**src/hw/rtl/lattice_radius_cell_walker_core_macros.svh**
```systemverilog
// ----------------------------------------------------------------------------
// Assertion macros for the lattice radius cell walker
// Shared property wrappers, clocked on clk_i and disabled while in reset.
// ----------------------------------------------------------------------------
`ifndef LATTICE_RADIUS_CELL_WALKER_CORE_MACROS_SVH
`define LATTICE_RADIUS_CELL_WALKER_CORE_MACROS_SVH

// Same-cycle implication.
`define LRCW_ASSERT_IMPL(lbl, ante, cons, msg) \
  lbl: assert property (@(posedge clk_i) disable iff (!rst_ni) (ante) |-> (cons)) \
    else $error(msg);

// Next-cycle implication.
`define LRCW_ASSERT_NEXT(lbl, ante, cons, msg) \
  lbl: assert property (@(posedge clk_i) disable iff (!rst_ni) (ante) |=> (cons)) \
    else $error(msg);

`endif

```
**src/hw/rtl/lrcw_pkg.sv**
```systemverilog
// ----------------------------------------------------------------------------
// lrcw_pkg
// Shared widths, defaults, datapath operations and control structs.
// ----------------------------------------------------------------------------
`default_nettype none

package lrcw_pkg;

  localparam int unsigned GRID_X_DEF   = 32;
  localparam int unsigned GRID_Y_DEF   = 32;
  localparam int unsigned GRID_Z_DEF   = 32;
  localparam int unsigned MAX_SPAN_DEF = 4;

  localparam int unsigned REG_W       = 32;
  localparam int unsigned CFG_IDX_W   = 3;
  localparam int unsigned IN_TDATA_W  = 128;
  localparam int unsigned OUT_TDATA_W = 64;
  localparam int unsigned OUT_TUSER_W = 2;

  // Operation the controller asks of the datapath in a cycle
  typedef enum logic [3:0] {
    OP_NONE,
    OP_LOAD,
    OP_DIFF,
    OP_ABS,
    OP_MUL,
    OP_FIN,
    OP_RES,
    OP_BOX1,
    OP_BOX2,
    OP_WRAP1,
    OP_WRAP2,
    OP_WRAP3,
    OP_EMIT_CELL,
    OP_EMIT_EMPTY
  } lrcw_op_e;

  typedef struct packed {
    lrcw_op_e   op;
    logic [2:0] bsel;   // bound number: axis in [2:1], upper side in [0]
  } lrcw_cmd_t;

  typedef struct packed {
    logic out_free;     // output register can take a result this cycle
    logic empty;        // box holds no cells
    logic walk_done;    // cursor sits on the final cell of the box
  } lrcw_status_t;

endpackage

`default_nettype wire

```
**src/hw/rtl/lrcw_ctrl.sv**
```systemverilog
// ----------------------------------------------------------------------------
// lrcw_ctrl
// Sequencer: six bound evaluations, box clamp, coordinate wrap, cell walk or empty result.
// ----------------------------------------------------------------------------
`default_nettype none

module lrcw_ctrl (
  input  logic                    clk_i,
  input  logic                    rst_ni,
  input  logic                    in_valid_i,
  output logic                    in_ready_o,
  input  lrcw_pkg::lrcw_status_t  status_i,
  output lrcw_pkg::lrcw_cmd_t     cmd_o
);

  localparam logic [3:0] S_IDLE  = 4'd0;
  localparam logic [3:0] S_DIFF  = 4'd1;
  localparam logic [3:0] S_ABS   = 4'd2;
  localparam logic [3:0] S_MUL   = 4'd3;
  localparam logic [3:0] S_FIN   = 4'd4;
  localparam logic [3:0] S_RES   = 4'd5;
  localparam logic [3:0] S_BOX1  = 4'd6;
  localparam logic [3:0] S_BOX2  = 4'd7;
  localparam logic [3:0] S_WRAP1 = 4'd8;
  localparam logic [3:0] S_WRAP2 = 4'd9;
  localparam logic [3:0] S_WRAP3 = 4'd10;
  localparam logic [3:0] S_WALK  = 4'd11;
  localparam logic [3:0] S_EMPTY = 4'd12;

  localparam logic [2:0] BOUND_LAST = 3'd5;

  logic [3:0] state_q, state_d;
  logic [2:0] bnd_q, bnd_d;

  always_comb begin
    state_d     = state_q;
    bnd_d       = bnd_q;
    in_ready_o  = 1'b0;
    cmd_o.op    = lrcw_pkg::OP_NONE;
    cmd_o.bsel  = bnd_q;
    unique case (state_q)
      S_IDLE: begin
        in_ready_o = 1'b1;
        if (in_valid_i) begin
          cmd_o.op = lrcw_pkg::OP_LOAD;
          bnd_d    = 3'd0;
          state_d  = S_DIFF;
        end
      end
      S_DIFF: begin
        cmd_o.op = lrcw_pkg::OP_DIFF;
        state_d  = S_ABS;
      end
      S_ABS: begin
        cmd_o.op = lrcw_pkg::OP_ABS;
        state_d  = S_MUL;
      end
      S_MUL: begin
        cmd_o.op = lrcw_pkg::OP_MUL;
        state_d  = S_FIN;
      end
      S_FIN: begin
        cmd_o.op = lrcw_pkg::OP_FIN;
        state_d  = S_RES;
      end
      S_RES: begin
        cmd_o.op = lrcw_pkg::OP_RES;
        if (bnd_q == BOUND_LAST) begin
          state_d = S_BOX1;
        end else begin
          bnd_d   = bnd_q + 3'd1;
          state_d = S_DIFF;
        end
      end
      S_BOX1: begin
        cmd_o.op = lrcw_pkg::OP_BOX1;
        state_d  = S_BOX2;
      end
      S_BOX2: begin
        cmd_o.op = lrcw_pkg::OP_BOX2;
        state_d  = status_i.empty ? S_EMPTY : S_WRAP1;
      end
      S_WRAP1: begin
        cmd_o.op = lrcw_pkg::OP_WRAP1;
        state_d  = S_WRAP2;
      end
      S_WRAP2: begin
        cmd_o.op = lrcw_pkg::OP_WRAP2;
        state_d  = S_WRAP3;
      end
      S_WRAP3: begin
        cmd_o.op = lrcw_pkg::OP_WRAP3;
        state_d  = S_WALK;
      end
      S_WALK: begin
        if (status_i.out_free) begin
          cmd_o.op = lrcw_pkg::OP_EMIT_CELL;
          if (status_i.walk_done) begin
            state_d = S_IDLE;
          end
        end
      end
      S_EMPTY: begin
        if (status_i.out_free) begin
          cmd_o.op = lrcw_pkg::OP_EMIT_EMPTY;
          state_d  = S_IDLE;
        end
      end
      default: begin
        state_d = S_IDLE;
      end
    endcase
  end

  always_ff @(posedge clk_i or negedge rst_ni) begin
    if (!rst_ni) begin
      state_q <= S_IDLE;
      bnd_q   <= 3'd0;
    end else begin
      state_q <= state_d;
      bnd_q   <= bnd_d;
    end
  end

endmodule

`default_nettype wire

```
**src/hw/rtl/lrcw_dp.sv**
```systemverilog
// ----------------------------------------------------------------------------
// lrcw_dp
// Datapath: configuration registers, bound arithmetic on one shared
// multiplier, box clamp, periodic wrap, cell cursors and output register.
// ----------------------------------------------------------------------------
`default_nettype none

module lrcw_dp #(
  parameter int unsigned GRID_X   = lrcw_pkg::GRID_X_DEF,
  parameter int unsigned GRID_Y   = lrcw_pkg::GRID_Y_DEF,
  parameter int unsigned GRID_Z   = lrcw_pkg::GRID_Z_DEF,
  parameter int unsigned MAX_SPAN = lrcw_pkg::MAX_SPAN_DEF
) (
  input  logic                               clk_i,
  input  logic                               rst_ni,
  input  logic                               cfg_we_i,
  input  logic [lrcw_pkg::CFG_IDX_W-1:0]     cfg_idx_i,
  input  logic [lrcw_pkg::REG_W-1:0]         cfg_wdata_i,
  input  logic [lrcw_pkg::IN_TDATA_W-1:0]    in_data_i,
  input  lrcw_pkg::lrcw_cmd_t                cmd_i,
  output lrcw_pkg::lrcw_status_t             status_o,
  output logic                               out_valid_o,
  input  logic                               out_ready_i,
  output logic [lrcw_pkg::OUT_TDATA_W-1:0]   out_data_o,
  output logic                               out_last_o,
  output logic [lrcw_pkg::OUT_TUSER_W-1:0]   out_user_o
);

  localparam logic [2:0] REG_ORIGIN_X   = 3'd0;
  localparam logic [2:0] REG_ORIGIN_Y   = 3'd1;
  localparam logic [2:0] REG_ORIGIN_Z   = 3'd2;
  localparam logic [2:0] REG_INV_CELL_X = 3'd3;
  localparam logic [2:0] REG_INV_CELL_Y = 3'd4;
  localparam logic [2:0] REG_INV_CELL_Z = 3'd5;
  localparam logic [2:0] REG_PERIODIC   = 3'd6;

  localparam int unsigned GMAX_XY = (GRID_X > GRID_Y) ? GRID_X : GRID_Y;
  localparam int unsigned GMAX    = (GMAX_XY > GRID_Z) ? GMAX_XY : GRID_Z;
  localparam int unsigned W       = $clog2(GMAX);
  localparam int unsigned WP      = W + 1;

  localparam logic [14:0]        GX15    = 15'(GRID_X % 32768);
  localparam logic [14:0]        GXY15   = 15'((GRID_X * GRID_Y) % 32768);
  localparam logic signed [16:0] SPAN17  = 17'(MAX_SPAN);
  localparam logic [50:0]        HALF_M1 = 51'h7FFF_FFFF;
  localparam logic signed [18:0] Q_MIN   = -19'sd32768;
  localparam logic signed [18:0] Q_MAX   = 19'sd32767;
  localparam logic [31:0]        INV_RST = 32'h0001_0000;

  // Configuration
  logic signed [31:0] org_q [3];
  logic [31:0]        inv_q [3];
  logic               per_q;

  // Query and bound arithmetic
  logic signed [31:0] pt_q [3];
  logic [30:0]        rad_q;
  logic signed [33:0] dd_q, dd_d, pdiff;
  logic               neg_q, sat_q, sat_d;
  logic [33:0]        mag_q, mag_d;
  logic [63:0]        lp_q, lp_d;
  logic [34:0]        hp;
  logic [48:0]        pp_q, pp_d;
  logic signed [50:0] t_res;
  logic signed [18:0] q19;
  logic signed [15:0] bnd;
  logic [1:0]         ax;
  logic               side;

  // Box and walk
  logic signed [15:0] lo_q [3];
  logic signed [15:0] hi_q [3];
  logic               empty_q, trunc_q;
  logic signed [15:0] b1_lo [3];
  logic signed [15:0] b1_hi [3];
  logic [2:0]         b1_e;
  logic signed [15:0] b2_hi [3];
  logic [2:0]         b2_over;
  logic [33:0]        w1_prod [3];
  logic [33:0]        wprod_q [3];
  logic [W-1:0]       w2_rem [3];
  logic [W-1:0]       wrem_q [3];
  logic [W-1:0]       w3_adj [3];
  logic signed [15:0] c_q [3];
  logic signed [15:0] c_d [3];
  logic [W-1:0]       w_q [3];
  logic [W-1:0]       w_d [3];
  logic [W-1:0]       wlo_q [3];
  logic [W-1:0]       wlo_d [3];
  logic [W-1:0]       winc [3];
  logic [2:0]         endc;
  logic [14:0]        yoff_q, yoff_d, zoff_q, zoff_d;

  // Output register
  logic               out_valid_q;
  logic [14:0]        out_idx_q;
  logic [15:0]        out_cx_q, out_cy_q, out_cz_q;
  logic               out_last_q, out_empty_q, out_trunc_q;

  assign ax   = cmd_i.bsel[2:1];
  assign side = cmd_i.bsel[0];

  // Bound arithmetic: d = p - origin -/+ r, then ceil(d * inv - 0.5)
  always_comb begin
    pdiff = {{2{pt_q[ax][31]}}, pt_q[ax]} - {{2{org_q[ax][31]}}, org_q[ax]};
    dd_d  = side ? (pdiff + {3'd0, rad_q}) : (pdiff - {3'd0, rad_q});
    mag_d = dd_q[33] ? 34'(-dd_q) : 34'(dd_q);
    lp_d  = {32'd0, mag_q[31:0]} * {32'd0, inv_q[ax]};
    hp    = ({33'd0, mag_q[33:32]} * {3'd0, inv_q[ax]}) + {3'd0, lp_q[63:32]};
    sat_d = |hp[34:17];
    pp_d  = {hp[16:0], lp_q[31:0]};
    t_res = neg_q ? signed'(HALF_M1 - {2'd0, pp_q}) : signed'({2'd0, pp_q} + HALF_M1);
    q19   = t_res[50:32];
    if (sat_q) begin
      bnd = neg_q ? -16'sd32768 : 16'sd32767;
    end else if (q19 < Q_MIN) begin
      bnd = -16'sd32768;
    end else if (q19 > Q_MAX) begin
      bnd = 16'sd32767;
    end else begin
      bnd = q19[15:0];
    end
  end

  // Per-axis lanes: clamp, span cut, wrap of the lower bound, cursor step
  for (genvar a = 0; a < 3; a++) begin : g_lane
    localparam int unsigned GA  = (a == 0) ? GRID_X : ((a == 1) ? GRID_Y : GRID_Z);
    localparam int unsigned SH  = 16 + $clog2(GA);
    localparam longint unsigned RCP = ((64'd1 << SH) + 64'(GA) - 64'd1) / 64'(GA);
    localparam logic [17:0]        RCP18 = 18'(RCP);
    localparam logic [15:0]        G16   = 16'(GA);
    localparam logic signed [16:0] G17   = 17'(GA);
    localparam logic [WP-1:0]      GWP   = WP'(GA);
    localparam logic [WP-1:0]      C0    = WP'(32768 % GA);
    localparam logic [W-1:0]       GM1   = W'(GA - 1);

    logic signed [16:0] lo17, hi17, loc, hic, span;
    logic [15:0]        u, qv, qg, rem;
    logic [WP-1:0]      remx, adj;

    always_comb begin
      lo17 = {lo_q[a][15], lo_q[a]};
      hi17 = {hi_q[a][15], hi_q[a]};
      loc  = (!per_q && (lo17 < 17'sd0)) ? 17'sd0 : lo17;
      hic  = (!per_q && (hi17 > G17)) ? G17 : hi17;
      b1_lo[a] = loc[15:0];
      b1_hi[a] = hic[15:0];
      b1_e[a]  = (!per_q && ((loc > G17) || (hic < 17'sd0))) || (hic <= loc);

      span       = hi17 - lo17;
      b2_over[a] = !empty_q && (span > SPAN17);
      b2_hi[a]   = b2_over[a] ? 16'(lo17 + SPAN17) : hi_q[a];

      // Offset by 2^15 so the floor divide by the grid runs on unsigned values
      u          = {~lo_q[a][15], lo_q[a][14:0]};
      w1_prod[a] = {18'd0, u} * {16'd0, RCP18};
      qv         = 16'(wprod_q[a] >> SH);
      qg         = qv * G16;
      rem        = u - qg;
      w2_rem[a]  = rem[W-1:0];
      remx       = {1'b0, wrem_q[a]};
      adj        = (remx >= C0) ? (remx - C0) : (remx + GWP - C0);
      w3_adj[a]  = adj[W-1:0];

      endc[a] = 16'(c_q[a] + 16'sd1) == hi_q[a];
      winc[a] = (w_q[a] == GM1) ? '0 : (w_q[a] + 1'b1);
    end
  end

  // Cursor advance, x fastest
  always_comb begin
    c_d   = c_q;
    w_d   = w_q;
    wlo_d = wlo_q;
    case (cmd_i.op)
      lrcw_pkg::OP_BOX2: begin
        for (int i = 0; i < 3; i++) begin
          c_d[i] = lo_q[i];
        end
      end
      lrcw_pkg::OP_WRAP3: begin
        for (int i = 0; i < 3; i++) begin
          w_d[i]   = w3_adj[i];
          wlo_d[i] = w3_adj[i];
        end
      end
      lrcw_pkg::OP_EMIT_CELL: begin
        if (!endc[0]) begin
          c_d[0] = c_q[0] + 16'sd1;
          w_d[0] = winc[0];
        end else begin
          c_d[0] = lo_q[0];
          w_d[0] = wlo_q[0];
          if (!endc[1]) begin
            c_d[1] = c_q[1] + 16'sd1;
            w_d[1] = winc[1];
          end else begin
            c_d[1] = lo_q[1];
            w_d[1] = wlo_q[1];
            if (!endc[2]) begin
              c_d[2] = c_q[2] + 16'sd1;
              w_d[2] = winc[2];
            end else begin
              c_d[2] = lo_q[2];
              w_d[2] = wlo_q[2];
            end
          end
        end
      end
      default: begin
      end
    endcase
    yoff_d = 15'(w_d[1]) * GX15;
    zoff_d = 15'(w_d[2]) * GXY15;
  end

  // Configuration registers
  always_ff @(posedge clk_i or negedge rst_ni) begin
    if (!rst_ni) begin
      for (int i = 0; i < 3; i++) begin
        org_q[i] <= '0;
        inv_q[i] <= INV_RST;
      end
      per_q <= 1'b0;
    end else if (cfg_we_i) begin
      unique case (cfg_idx_i)
        REG_ORIGIN_X:   org_q[0] <= cfg_wdata_i;
        REG_ORIGIN_Y:   org_q[1] <= cfg_wdata_i;
        REG_ORIGIN_Z:   org_q[2] <= cfg_wdata_i;
        REG_INV_CELL_X: inv_q[0] <= cfg_wdata_i;
        REG_INV_CELL_Y: inv_q[1] <= cfg_wdata_i;
        REG_INV_CELL_Z: inv_q[2] <= cfg_wdata_i;
        REG_PERIODIC:   per_q    <= cfg_wdata_i[0];
        default: begin
        end
      endcase
    end
  end

  // Working registers
  always_ff @(posedge clk_i) begin
    c_q    <= c_d;
    w_q    <= w_d;
    wlo_q  <= wlo_d;
    yoff_q <= yoff_d;
    zoff_q <= zoff_d;
    case (cmd_i.op)
      lrcw_pkg::OP_LOAD: begin
        pt_q[0] <= in_data_i[31:0];
        pt_q[1] <= in_data_i[63:32];
        pt_q[2] <= in_data_i[95:64];
        rad_q   <= in_data_i[126:96];
      end
      lrcw_pkg::OP_DIFF: dd_q <= dd_d;
      lrcw_pkg::OP_ABS: begin
        neg_q <= dd_q[33];
        mag_q <= mag_d;
      end
      lrcw_pkg::OP_MUL: lp_q <= lp_d;
      lrcw_pkg::OP_FIN: begin
        sat_q <= sat_d;
        pp_q  <= pp_d;
      end
      lrcw_pkg::OP_RES: begin
        if (side) begin
          hi_q[ax] <= bnd;
        end else begin
          lo_q[ax] <= bnd;
        end
      end
      lrcw_pkg::OP_BOX1: begin
        for (int i = 0; i < 3; i++) begin
          lo_q[i] <= b1_lo[i];
          hi_q[i] <= b1_hi[i];
        end
        empty_q <= |b1_e;
      end
      lrcw_pkg::OP_BOX2: begin
        for (int i = 0; i < 3; i++) begin
          hi_q[i] <= b2_hi[i];
        end
        trunc_q <= |b2_over;
      end
      lrcw_pkg::OP_WRAP1: begin
        for (int i = 0; i < 3; i++) begin
          wprod_q[i] <= w1_prod[i];
        end
      end
      lrcw_pkg::OP_WRAP2: begin
        for (int i = 0; i < 3; i++) begin
          wrem_q[i] <= w2_rem[i];
        end
      end
      default: begin
      end
    endcase
  end

  // Output register: valid flag
  always_ff @(posedge clk_i or negedge rst_ni) begin
    if (!rst_ni) begin
      out_valid_q <= 1'b0;
    end else if ((cmd_i.op == lrcw_pkg::OP_EMIT_CELL) ||
                 (cmd_i.op == lrcw_pkg::OP_EMIT_EMPTY)) begin
      out_valid_q <= 1'b1;
    end else if (out_ready_i) begin
      out_valid_q <= 1'b0;
    end
  end

  // Output register: payload
  always_ff @(posedge clk_i) begin
    if (cmd_i.op == lrcw_pkg::OP_EMIT_CELL) begin
      out_idx_q   <= 15'(w_q[0]) + yoff_q + zoff_q;
      out_cx_q    <= c_q[0];
      out_cy_q    <= c_q[1];
      out_cz_q    <= c_q[2];
      out_last_q  <= &endc;
      out_empty_q <= 1'b0;
      out_trunc_q <= trunc_q;
    end else if (cmd_i.op == lrcw_pkg::OP_EMIT_EMPTY) begin
      out_idx_q   <= '0;
      out_cx_q    <= '0;
      out_cy_q    <= '0;
      out_cz_q    <= '0;
      out_last_q  <= 1'b1;
      out_empty_q <= 1'b1;
      out_trunc_q <= 1'b0;
    end
  end

  assign status_o.out_free  = !out_valid_q || out_ready_i;
  assign status_o.empty     = empty_q;
  assign status_o.walk_done = &endc;

  assign out_valid_o = out_valid_q;
  assign out_data_o  = {1'b0, out_cz_q, out_cy_q, out_cx_q, out_idx_q};
  assign out_last_o  = out_last_q;
  assign out_user_o  = {out_trunc_q, out_empty_q};

endmodule

`default_nettype wire

```
**src/hw/rtl/lattice_radius_cell_walker_core.sv**
```systemverilog
// Lattice radius cell walker. A query (point, cut radius; Q15.16 fixed point)
// arrives on the slave stream; for each axis the block works out the cell range
// [ceil((p-origin-r)*inv_cell-0.5), ceil((p-origin+r)*inv_cell-0.5)), clamps it
// to the grid in open mode or keeps it and wraps addresses in periodic mode,
// cuts any axis span to MAX_SPAN (flagging truncated), and then streams out
// every cell of the box, x fastest, with its flat address and unwrapped
// coordinates; tlast marks the final cell. An empty box gives one result with
// empty_res and tlast set and all else zero. The six box bounds share one
// 32 x 32 multiplier, each going through the diff, abs, mul, fin and res
// steps; clamping runs in BOX1 and BOX2, the periodic wrap of the start
// corner in WRAP1 to WRAP3, and the walk issues one cell a cycle into the
// output register while the master side does not stall. The slave side
// takes a new query only once the walk has finished; the last result may
// still wait in the output register. Configuration must be written through
// cfg_we_i/cfg_idx_i/cfg_wdata_i while idle, which the block does not enforce.
// ----------------------------------------------------------------------------
// lattice_radius_cell_walker_core
// Top level: stream ports, configuration port, controller and datapath.
// ----------------------------------------------------------------------------
`default_nettype none
`include "lattice_radius_cell_walker_core_macros.svh"

module lattice_radius_cell_walker_core #(
  parameter int unsigned GRID_X   = lrcw_pkg::GRID_X_DEF,
  parameter int unsigned GRID_Y   = lrcw_pkg::GRID_Y_DEF,
  parameter int unsigned GRID_Z   = lrcw_pkg::GRID_Z_DEF,
  parameter int unsigned MAX_SPAN = lrcw_pkg::MAX_SPAN_DEF
) (
  input  logic                             clk_i,
  input  logic                             rst_ni,
  // Query stream
  input  logic                             s_axis_tvalid,
  output logic                             s_axis_tready,
  // point_x [31:0], point_y [63:32], point_z [95:64], radius [126:96], zero [127]
  input  logic [lrcw_pkg::IN_TDATA_W-1:0]  s_axis_tdata,
  // Cell stream
  output logic                             m_axis_tvalid,
  input  logic                             m_axis_tready,
  // cell_index [14:0], cell_x [30:15], cell_y [46:31], cell_z [62:47], zero [63]
  output logic [lrcw_pkg::OUT_TDATA_W-1:0] m_axis_tdata,
  output logic                             m_axis_tlast,
  // empty_res [0], truncated [1]
  output logic [lrcw_pkg::OUT_TUSER_W-1:0] m_axis_tuser,
  // Configuration writes
  input  logic                             cfg_we_i,
  input  logic [lrcw_pkg::CFG_IDX_W-1:0]   cfg_idx_i,
  input  logic [lrcw_pkg::REG_W-1:0]       cfg_wdata_i
);

  lrcw_pkg::lrcw_cmd_t    cmd;
  lrcw_pkg::lrcw_status_t status;

  // Sequencer: owns the slave-side ready and steps the datapath
  lrcw_ctrl u_ctrl (
    .clk_i      (clk_i),
    .rst_ni     (rst_ni),
    .in_valid_i (s_axis_tvalid),
    .in_ready_o (s_axis_tready),
    .status_i   (status),
    .cmd_o      (cmd)
  );

  // Datapath: holds the query, the box and the output register
  lrcw_dp #(
    .GRID_X   (GRID_X),
    .GRID_Y   (GRID_Y),
    .GRID_Z   (GRID_Z),
    .MAX_SPAN (MAX_SPAN)
  ) u_dp (
    .clk_i       (clk_i),
    .rst_ni      (rst_ni),
    .cfg_we_i    (cfg_we_i),
    .cfg_idx_i   (cfg_idx_i),
    .cfg_wdata_i (cfg_wdata_i),
    .in_data_i   (s_axis_tdata),
    .cmd_i       (cmd),
    .status_o    (status),
    .out_valid_o (m_axis_tvalid),
    .out_ready_i (m_axis_tready),
    .out_data_o  (m_axis_tdata),
    .out_last_o  (m_axis_tlast),
    .out_user_o  (m_axis_tuser)
  );

  // An empty box is a single zeroed, final, untruncated result
  `LRCW_ASSERT_IMPL(a_empty_shape, m_axis_tvalid && m_axis_tuser[0], (m_axis_tdata == '0) && m_axis_tlast && !m_axis_tuser[1], "empty result not zeroed or not final")

  // Bound arithmetic follows every query transfer, so ready must drop
  `LRCW_ASSERT_NEXT(a_busy_after_take, s_axis_tvalid && s_axis_tready, !s_axis_tready, "query taken while bounds in progress")

  // Truncation is a per-query flag: hold it across the cells of one box
  `LRCW_ASSERT_IMPL(a_trunc_steady, (m_axis_tvalid && m_axis_tready && !m_axis_tlast) ##1 m_axis_tvalid, m_axis_tuser[1] == $past(m_axis_tuser[1]), "truncated flag changed within a box")

endmodule

`default_nettype wire
```
**config.mk**
```make
export PLATFORM = sky130hd
export DESIGN_NAME = lattice_radius_cell_walker_core
export DESIGN_NICKNAME = d
export VERILOG_FILES = /design/src/hw/rtl/lrcw_pkg.sv /design/src/hw/rtl/lrcw_ctrl.sv /design/src/hw/rtl/lrcw_dp.sv /design/src/hw/rtl/lattice_radius_cell_walker_core.sv
export VERILOG_INCLUDE_DIRS = /design/src /design/src/hw/rtl
export SDC_FILE = /design/constraint.sdc
export NUM_CORES = 2
export LEC_CHECK = 0
export BUFFER_PORTS_ARGS = -buffer_cell sky130_fd_sc_hd__buf_2
export CAP_MARGIN = 20
export CORE_MARGIN = 2
export CORE_UTILIZATION = 55
export CTS_CLUSTER_SIZE = 8
export DETAILED_ROUTE_END_ITERATION = 8
export PLACE_DENSITY = 0.72
export SLEW_MARGIN = 20
export SYNTH_ARGS = -nofsm -noshare
export SYNTH_HDL_FRONTEND = slang
export SYNTH_SLANG_ARGS = --single-unit
export TNS_END_PERCENT = 1
```
**constraint.sdc**
```tcl
create_clock -name clk_i -period 17.66 [get_ports clk_i]
set_input_delay 0.883 -clock clk_i [delete_from_list [all_inputs] [get_ports clk_i]]
set_output_delay 0.883 -clock clk_i [all_outputs]
set_load 0.03 [all_outputs]
```
== Word-level counts from Yosys, hierarchy flattened ==
Memory sizes are Yosys's and may differ from the RTL's.
Cells that the tools add are included.

* Output and inout port bits: 69
* Memories: 4
* Logic and storage cells: 272
* RAM bits: 207
* Register bits after elaboration: 561

* Reductions and logical operators: 49
* Eq/ne operators: 44
* $mul: 2
* Bitwise operators: 4
* Magnitude comparators: 21
* Multiplexer cells: 87
* Add/subtract/negate cells: 25

{| class="wikitable"
|+ Memory list
! memory !! depth !! bits a word !! read ports !! clocked after Yosys merged registers in !! wr ports !! RTL line !! source
|-
| u_dp.pt_q || 3 || 32 || 1 || 0 || 3 || lrcw_dp.sv:56 || <nowiki>logic signed [31:0] pt_q [3];</nowiki>
|-
| u_dp.hi_q || 3 || 16 || 3 || 0 || 3 || lrcw_dp.sv:72 || <nowiki>logic signed [15:0] hi_q [3];</nowiki>
|-
| u_dp.lo_q || 3 || 16 || 3 || 0 || 3 || lrcw_dp.sv:71 || <nowiki>logic signed [15:0] lo_q [3];</nowiki>
|-
| u_dp.wrem_q || 3 || 5 || 3 || 0 || 3 || lrcw_dp.sv:82 || <nowiki>logic [W-1:0] wrem_q [3];</nowiki>
|}

{| class="wikitable"
|+ Operator list
! cell !! count
|-
| 16-bit 2-to-1 mux || 20
|-
| 32-bit 2-to-1 mux || 5
|-
| 32-bit binary-select mux with 2-bit select || 2
|-
| 4-bit one-hot mux with 13 select lines || 2
|-
| 17-bit 2-to-1 mux || 6
|-
| 48-bit one-hot mux with 2 select lines || 1
|-
| 32-bit by 32-bit multiplier with 64-bit output || 1
|-
| 17-bit by 4-bit > comparator with 1-bit output, second input constant || 3
|-
| 17-bit by 7-bit > comparator with 1-bit output, second input constant || 3
|-
| 17-bit less-or-equal comparator || 3
|-
| 17-bit by 1-bit less-than comparator with 1-bit output, second input constant || 3
|-
| 51-bit 2-to-1 mux || 1
|-
| 16-bit by 16-bit subtractor with 17-bit output || 3
|-
| 49-bit by 31-bit adder with 50-bit output, second input constant || 1
|-
| 31-bit by 49-bit subtractor with 50-bit output, first input constant || 1
|-
| 16-bit by 2-bit adder with 16-bit output, second input constant || 3
|-
| 16-bit by 4-bit adder with 16-bit output, second input constant || 3
|-
| 16-bit == test || 3
|-
| 16-bit by 7-bit > comparator with 1-bit output, second input constant || 3
|-
| 16-bit by 1-bit less-than comparator with 1-bit output, second input constant || 3
|-
| 4-bit == test, second input constant || 10
|-
| 34-bit by 32-bit adder with 35-bit output || 1
|-
| 5-bit 2-to-1 mux || 7
|-
| 34-bit by 31-bit adder with 34-bit output || 1
|-
| 45 further kinds || 143
|}

== Logic depth before layout (Yosys ltp) ==
* Depth in word-level cells: 10
* Gate-level depth with buffers: 36

== Cells and area by module ==
Synthesis repeated with hierarchy kept, for this count alone.

* Cells, all modules: 7691
* Area total of the unflattened synthesis: 77082.7 um2

{| class="wikitable"
|+ By module, submodules not included
! module !! area each (um2) !! instances !! cells each !! seq. area each (um2)
|-
| lrcw_dp || 76562.2 || 1 || 7624 || 21874.7
|-
| lrcw_ctrl || 520.5 || 1 || 67 || 175.2
|}

== Worst setup path after synthesis ==
No wires, ideal clock.

* Path kind: register to register
* Start: register u_ctrl.bnd_q[2]
* End: register u_dp.lp_q[57], data pin
* Arrival time: 8.842 ns
* Required time: 17.388 ns
* Path slack: 8.546 ns
* Cell stages (with the launch flop): 33
* Path buffers: 5
* Cells stage by stage: dfrtp_1 clkbuf_1 buf_1 clkbuf_1 mux2i_1 o21ai_1 clkbuf_1 nand2_1 fa_1 inv_1 fa_1 inv_1 fa_1 inv_1 fa_1 fa_1 fa_1 fa_1 inv_1 fa_1 inv_1 ha_1 clkbuf_1 a21o_1 o21bai_1 a311oi_1 nor3_1 nor3_1 a31oi_1 a221o_1 a41oi_1 nor3b_1 or4_1

* Word-level cells in the longest chain between the ends: 5

{| class="wikitable"
|+ Ends and longest elaborated chain
! what !! RTL line !! source
|-
| from (decl) || lrcw_ctrl.sv:33 || <nowiki>logic [2:0] bnd_q, bnd_d;</nowiki>
|-
| from (signal assigned) || lrcw_ctrl.sv:121 || <nowiki>bnd_q <= bnd_d;</nowiki>
|-
| 2-bit NOT with 3-bit output (implied by the code) || lrcw_dp.sv:108 || <nowiki>lp_d = {32'd0, mag_q[31:0]} * {32'd0, inv_q[ax]};</nowiki>
|-
| 32-bit binary-select mux with 2-bit select || lrcw_dp.sv:108 ||
|-
| 32-bit 2-to-1 mux (implied by the code) (2 in series) || lrcw_dp.sv:108 ||
|-
| 32-bit by 32-bit multiplier with 64-bit output || lrcw_dp.sv:108 ||
|-
| via u_dp.lp_d[57] || lrcw_dp.sv:61 || <nowiki>logic [63:0] lp_q, lp_d;</nowiki>
|-
| to (signal assigned) || lrcw_dp.sv:259 || <nowiki>lrcw_pkg::OP_MUL: lp_q <= lp_d;</nowiki>
|-
| to (decl) || lrcw_dp.sv:61 ||
|}

The timed path passes the listed nets, and every way through them passes these cells. The select of a mux whose other input is x is not followed.
A chain may end at the register's enable or synchronous reset.

== Worst setup path after layout ==
* Start: register u_ctrl.bnd_q[1]
* End: register u_dp.lp_q[57], data pin

The elaborated chain is that of the path after synthesis.

==> reports/metrics.csv <==
metric,value,unit
status,"complete, no violations",
Synth Flop Type,edfxtp_1,
Post-CTS Setup Inserts,0,
Syn Inst Count,7702,
post-route setup TNS,0,ps
"Hold Violations, Final",0,
unrepaired setup endpoints after global routing,false,
P_sw,0.982,mW
P_int,3.30,mW
DR WL/cell,20.5,um
number of global-route vias before repair,58600,
share of cells above drive strength 1,9.62,%
critical path required time,18120,ps
combinational power share,6.4,%
GP Congestion,0.954,
DIE WIDTH,378,um
Post-Syn Nets,9278,
Final Max Tran Viols,0,
Crit Path Class,flip-flop to flip-flop,
clock skew,62.2,ps
Crit path top cell by count,fa_1,
core area,139000,sq um
"Distinct cells, synth",86,
CP top delay family,adder cells,
top cell type by total area after synthesis,fa_1,
Final Cycle Share,59.2,%
ys async rst share,26.2,%
yosys warns,0,
sequential-to-total area share from yosys stat,28.7,%
FF-to-FF path depth,30,
crit path max fanout,64,
R2R Setup Slk,7200,ps
WP data arrival,10910,ps
share of the synthesized area in the top cell type,24.3,%
main area contributors after synthesis,"fa_1, edfxtp_1, ha_1",
Peak VDD IR,0.0874,mV
Tot Pwr,4.28,mW
number of top-level pins,237,
post-detail-place hpwl,147000,um
cts repair resizes,0,
clk_lat worst skew,730,ps
vias per std cell,5.74,
placed inst area,80100,sq um
TritonCTS clock tree,yes,
max cap viols,0,
Num Clock Sinks,768,
Post-CTS Hold Buffers,0,
Routed Antenna Nets,0,
I/O Buffers,234,
Post-synth EDFFs,566,
startpoint class of the critical path,flip-flop,
dpl ws,7310,ps
Syn Area/Cell,9.98,sq um
Worst R2R Start,u_ctrl.bnd_q[1],
Final Cell Area,83200,sq um
effective utilization at floorplan,55.2,%
Layout area overhead,8.26,%
f_max,95.6,MHz
Critical R2R Capture,u_dp.lp_q[57],
final setup violation count,0,
Sequential Power Share,49.0,%
Synth top cells by count,"inv_1, fa_1, nand2_1",
number of synthesized register bits,768,
worst rel slew slack,17.3,%
crit end category,flip-flop,
Vias,56000,
CTS root buffer,clkbuf_16,
Switching Fraction,22.9,%
LEAKAGE,38.3,nW
GRT Total Usage,28.6,%
DIE AREA,143000,sq um
Clk pwr share,44.7,%
most numerous cell in the Yosys netlist,inv_1,
CP Buf/Inv Count,7,
multi-input logic area,49500,sq um
slowest CP cell,buf_4,
fill count,11600,
routed wire length,200000,um
min Tclk post-route,10460,ps
clk slew on worst S/H paths,60,ps
Mapped Area,76900,sq um
H-tree depth,3,
Slew @ Worst Pin,1230,ps
GRT overflow,0,
pwr/cell area,51.4,nW/um^2
nets@finish,9380,
Row Count,137,
"slowest stage delay, CP",620,ps
register area,22100,sq um
initial antenna violation count,11,
worst hold path type,input pin to async pin,
largest net degree at the start of global routing,128,
first-pass GRT wire length,320000,um
cts bufs inserted,106,
Final WS setup,7200,ps
total iterations of the first detailed-routing run,6,
Longest Clk Path Bufs,3,
Die Ht,378,um
First DRT Iteration DRCs,4287,
drc violations,0,
layout by cell type, fill, tap and decap left out, types with 19 or more instances in the layout:
cell	count
nor2_1	291
nor4_1	31
or3_1	35
buf_4	111
nand2_1	843
nand3_1	86
nor3_1	71
clkbuf_1	65
xnor2_1	231
o21ai_0	234
buf_2	233
a21o_1	102
o21bai_1	24
a31oi_1	43
a21oi_1	338
nor2b_1	72
xor2_1	112
fa_1	933
o211ai_1	25
clkbuf_16	107
nand2b_1	60
dfrtp_1	196
mux2_2	197
edfxtp_1	566
mux2i_1	115
o21a_1	43
ha_1	475
nand4_1	51
inv_1	1113
and3_1	40
o31ai_1	19
and2_1	665
a211oi_1	28
o21ai_2	33
sequential cells by signal, summed over array words and instances (netlist names), 31 cells and up:
signal,cells
u_dp.org_q,96
u_dp.hi_q,48
u_dp.mag_q,34
u_dp.c_q,48
u_dp.pp_q,49
u_dp.inv_q,96
u_dp.lo_q,48
u_dp.pt_q,96
u_dp.rad_q,31
u_dp.dd_q,34
u_dp.lp_q,64
worst register-to-register path: cells and delay by family, from the launching register on:
family	cells	cell delay, ps
buffers and inverters	7	1600
and+or+nand+nor	9	2230
DFF	1	580
adders and majority gates	9	4520
AOI/OAI and AO/OA	5	1310
power by group through the flow:
| stage | combinational, mW | sequential, mW | clock (mW) |
|---|---|---|---|
| floorplan | 0.173 | 2.13 | 0 |
| detailed placement | 0.270 | 2.13 | 0 |
| CTS | 0.272 | 2.10 | 1.94 |
| global route | 0.300 | 2.11 | 2.02 |
| finish | 0.272 | 2.10 | 1.91 |
| global placement | 0.259 | 2.12 | 0 |
layout make-up:
type,count,area share [%]
antenna,1,0.00301
sequential,768,26.5
timing repair buffer,348,2.50
inverter,1115,5.03
tap,1876,2.82
clock buffer,172,3.51
clock inverter,8,0.179
multi-input combinational,5465,59.5
metal layers:
metal / GRT usage, % / vias up / routed length, um
met5: 0 / - / 27
met4: 10.3 / 4 / 7940
met3: 5.15 / 477 / 15100
met2: 48.1 / 2163 / 96000
met1: 37.2 / 28000 / 80600
li1: - / 25400 / -
cells by family (layout without fill, tap and decap cells):
| group | after synthesis | count (layout) | share of synthesized area (%) |
|---|---|---|---|
| buf+inv | 1469 | 1643 | 7.21 |
| fa+ha+maj | 1408 | 1408 | 32.0 |
| compound gates | 1062 | 1062 | 8.57 |
| other cells | 1 | 2 | 0.00488 |
| xor+xnor | 343 | 343 | 3.91 |
| flops | 768 | 768 | 28.7 |
| simple gates | 2339 | 2339 | 15.2 |
| mux | 312 | 312 | 4.38 |
through the flow:
stage / hold slack (ps) / util, % / instances
final: 155 / 59.8 / 9753
after global routing: 151 / 59.8 / 9752
after CTS: 299 / 59.8 / 9749
after detailed placement: 405 / 57.5 / 9569
after global placement: 403 / 57.5 / 9569
after floorplan: 400 / - / 7702
how the worst max path moves through the flow:
| stage | startpoint | to | slack (ps) | depth (start not counted) |
|---|---|---|---|---|
| finish | u_ctrl.bnd_q[1] | u_dp.lp_q[57] | 7200 | 30 |
| global route | u_ctrl.bnd_q[1] | u_dp.lp_q[57] | 6680 | 30 |
| CTS | u_ctrl.bnd_q[1] | u_dp.lp_q[57] | 7290 | 30 |
| detailed placement | u_ctrl.bnd_q[1] | u_dp.lp_q[57] | 7310 | 30 |
| global placement | u_ctrl.bnd_q[1] | u_dp.lp_q[57] | 7400 | 30 |
| floorplan | u_ctrl.bnd_q[2] | u_dp.lp_q[57] | 8550 | 32 |
(Power assumes the default switching activity.)
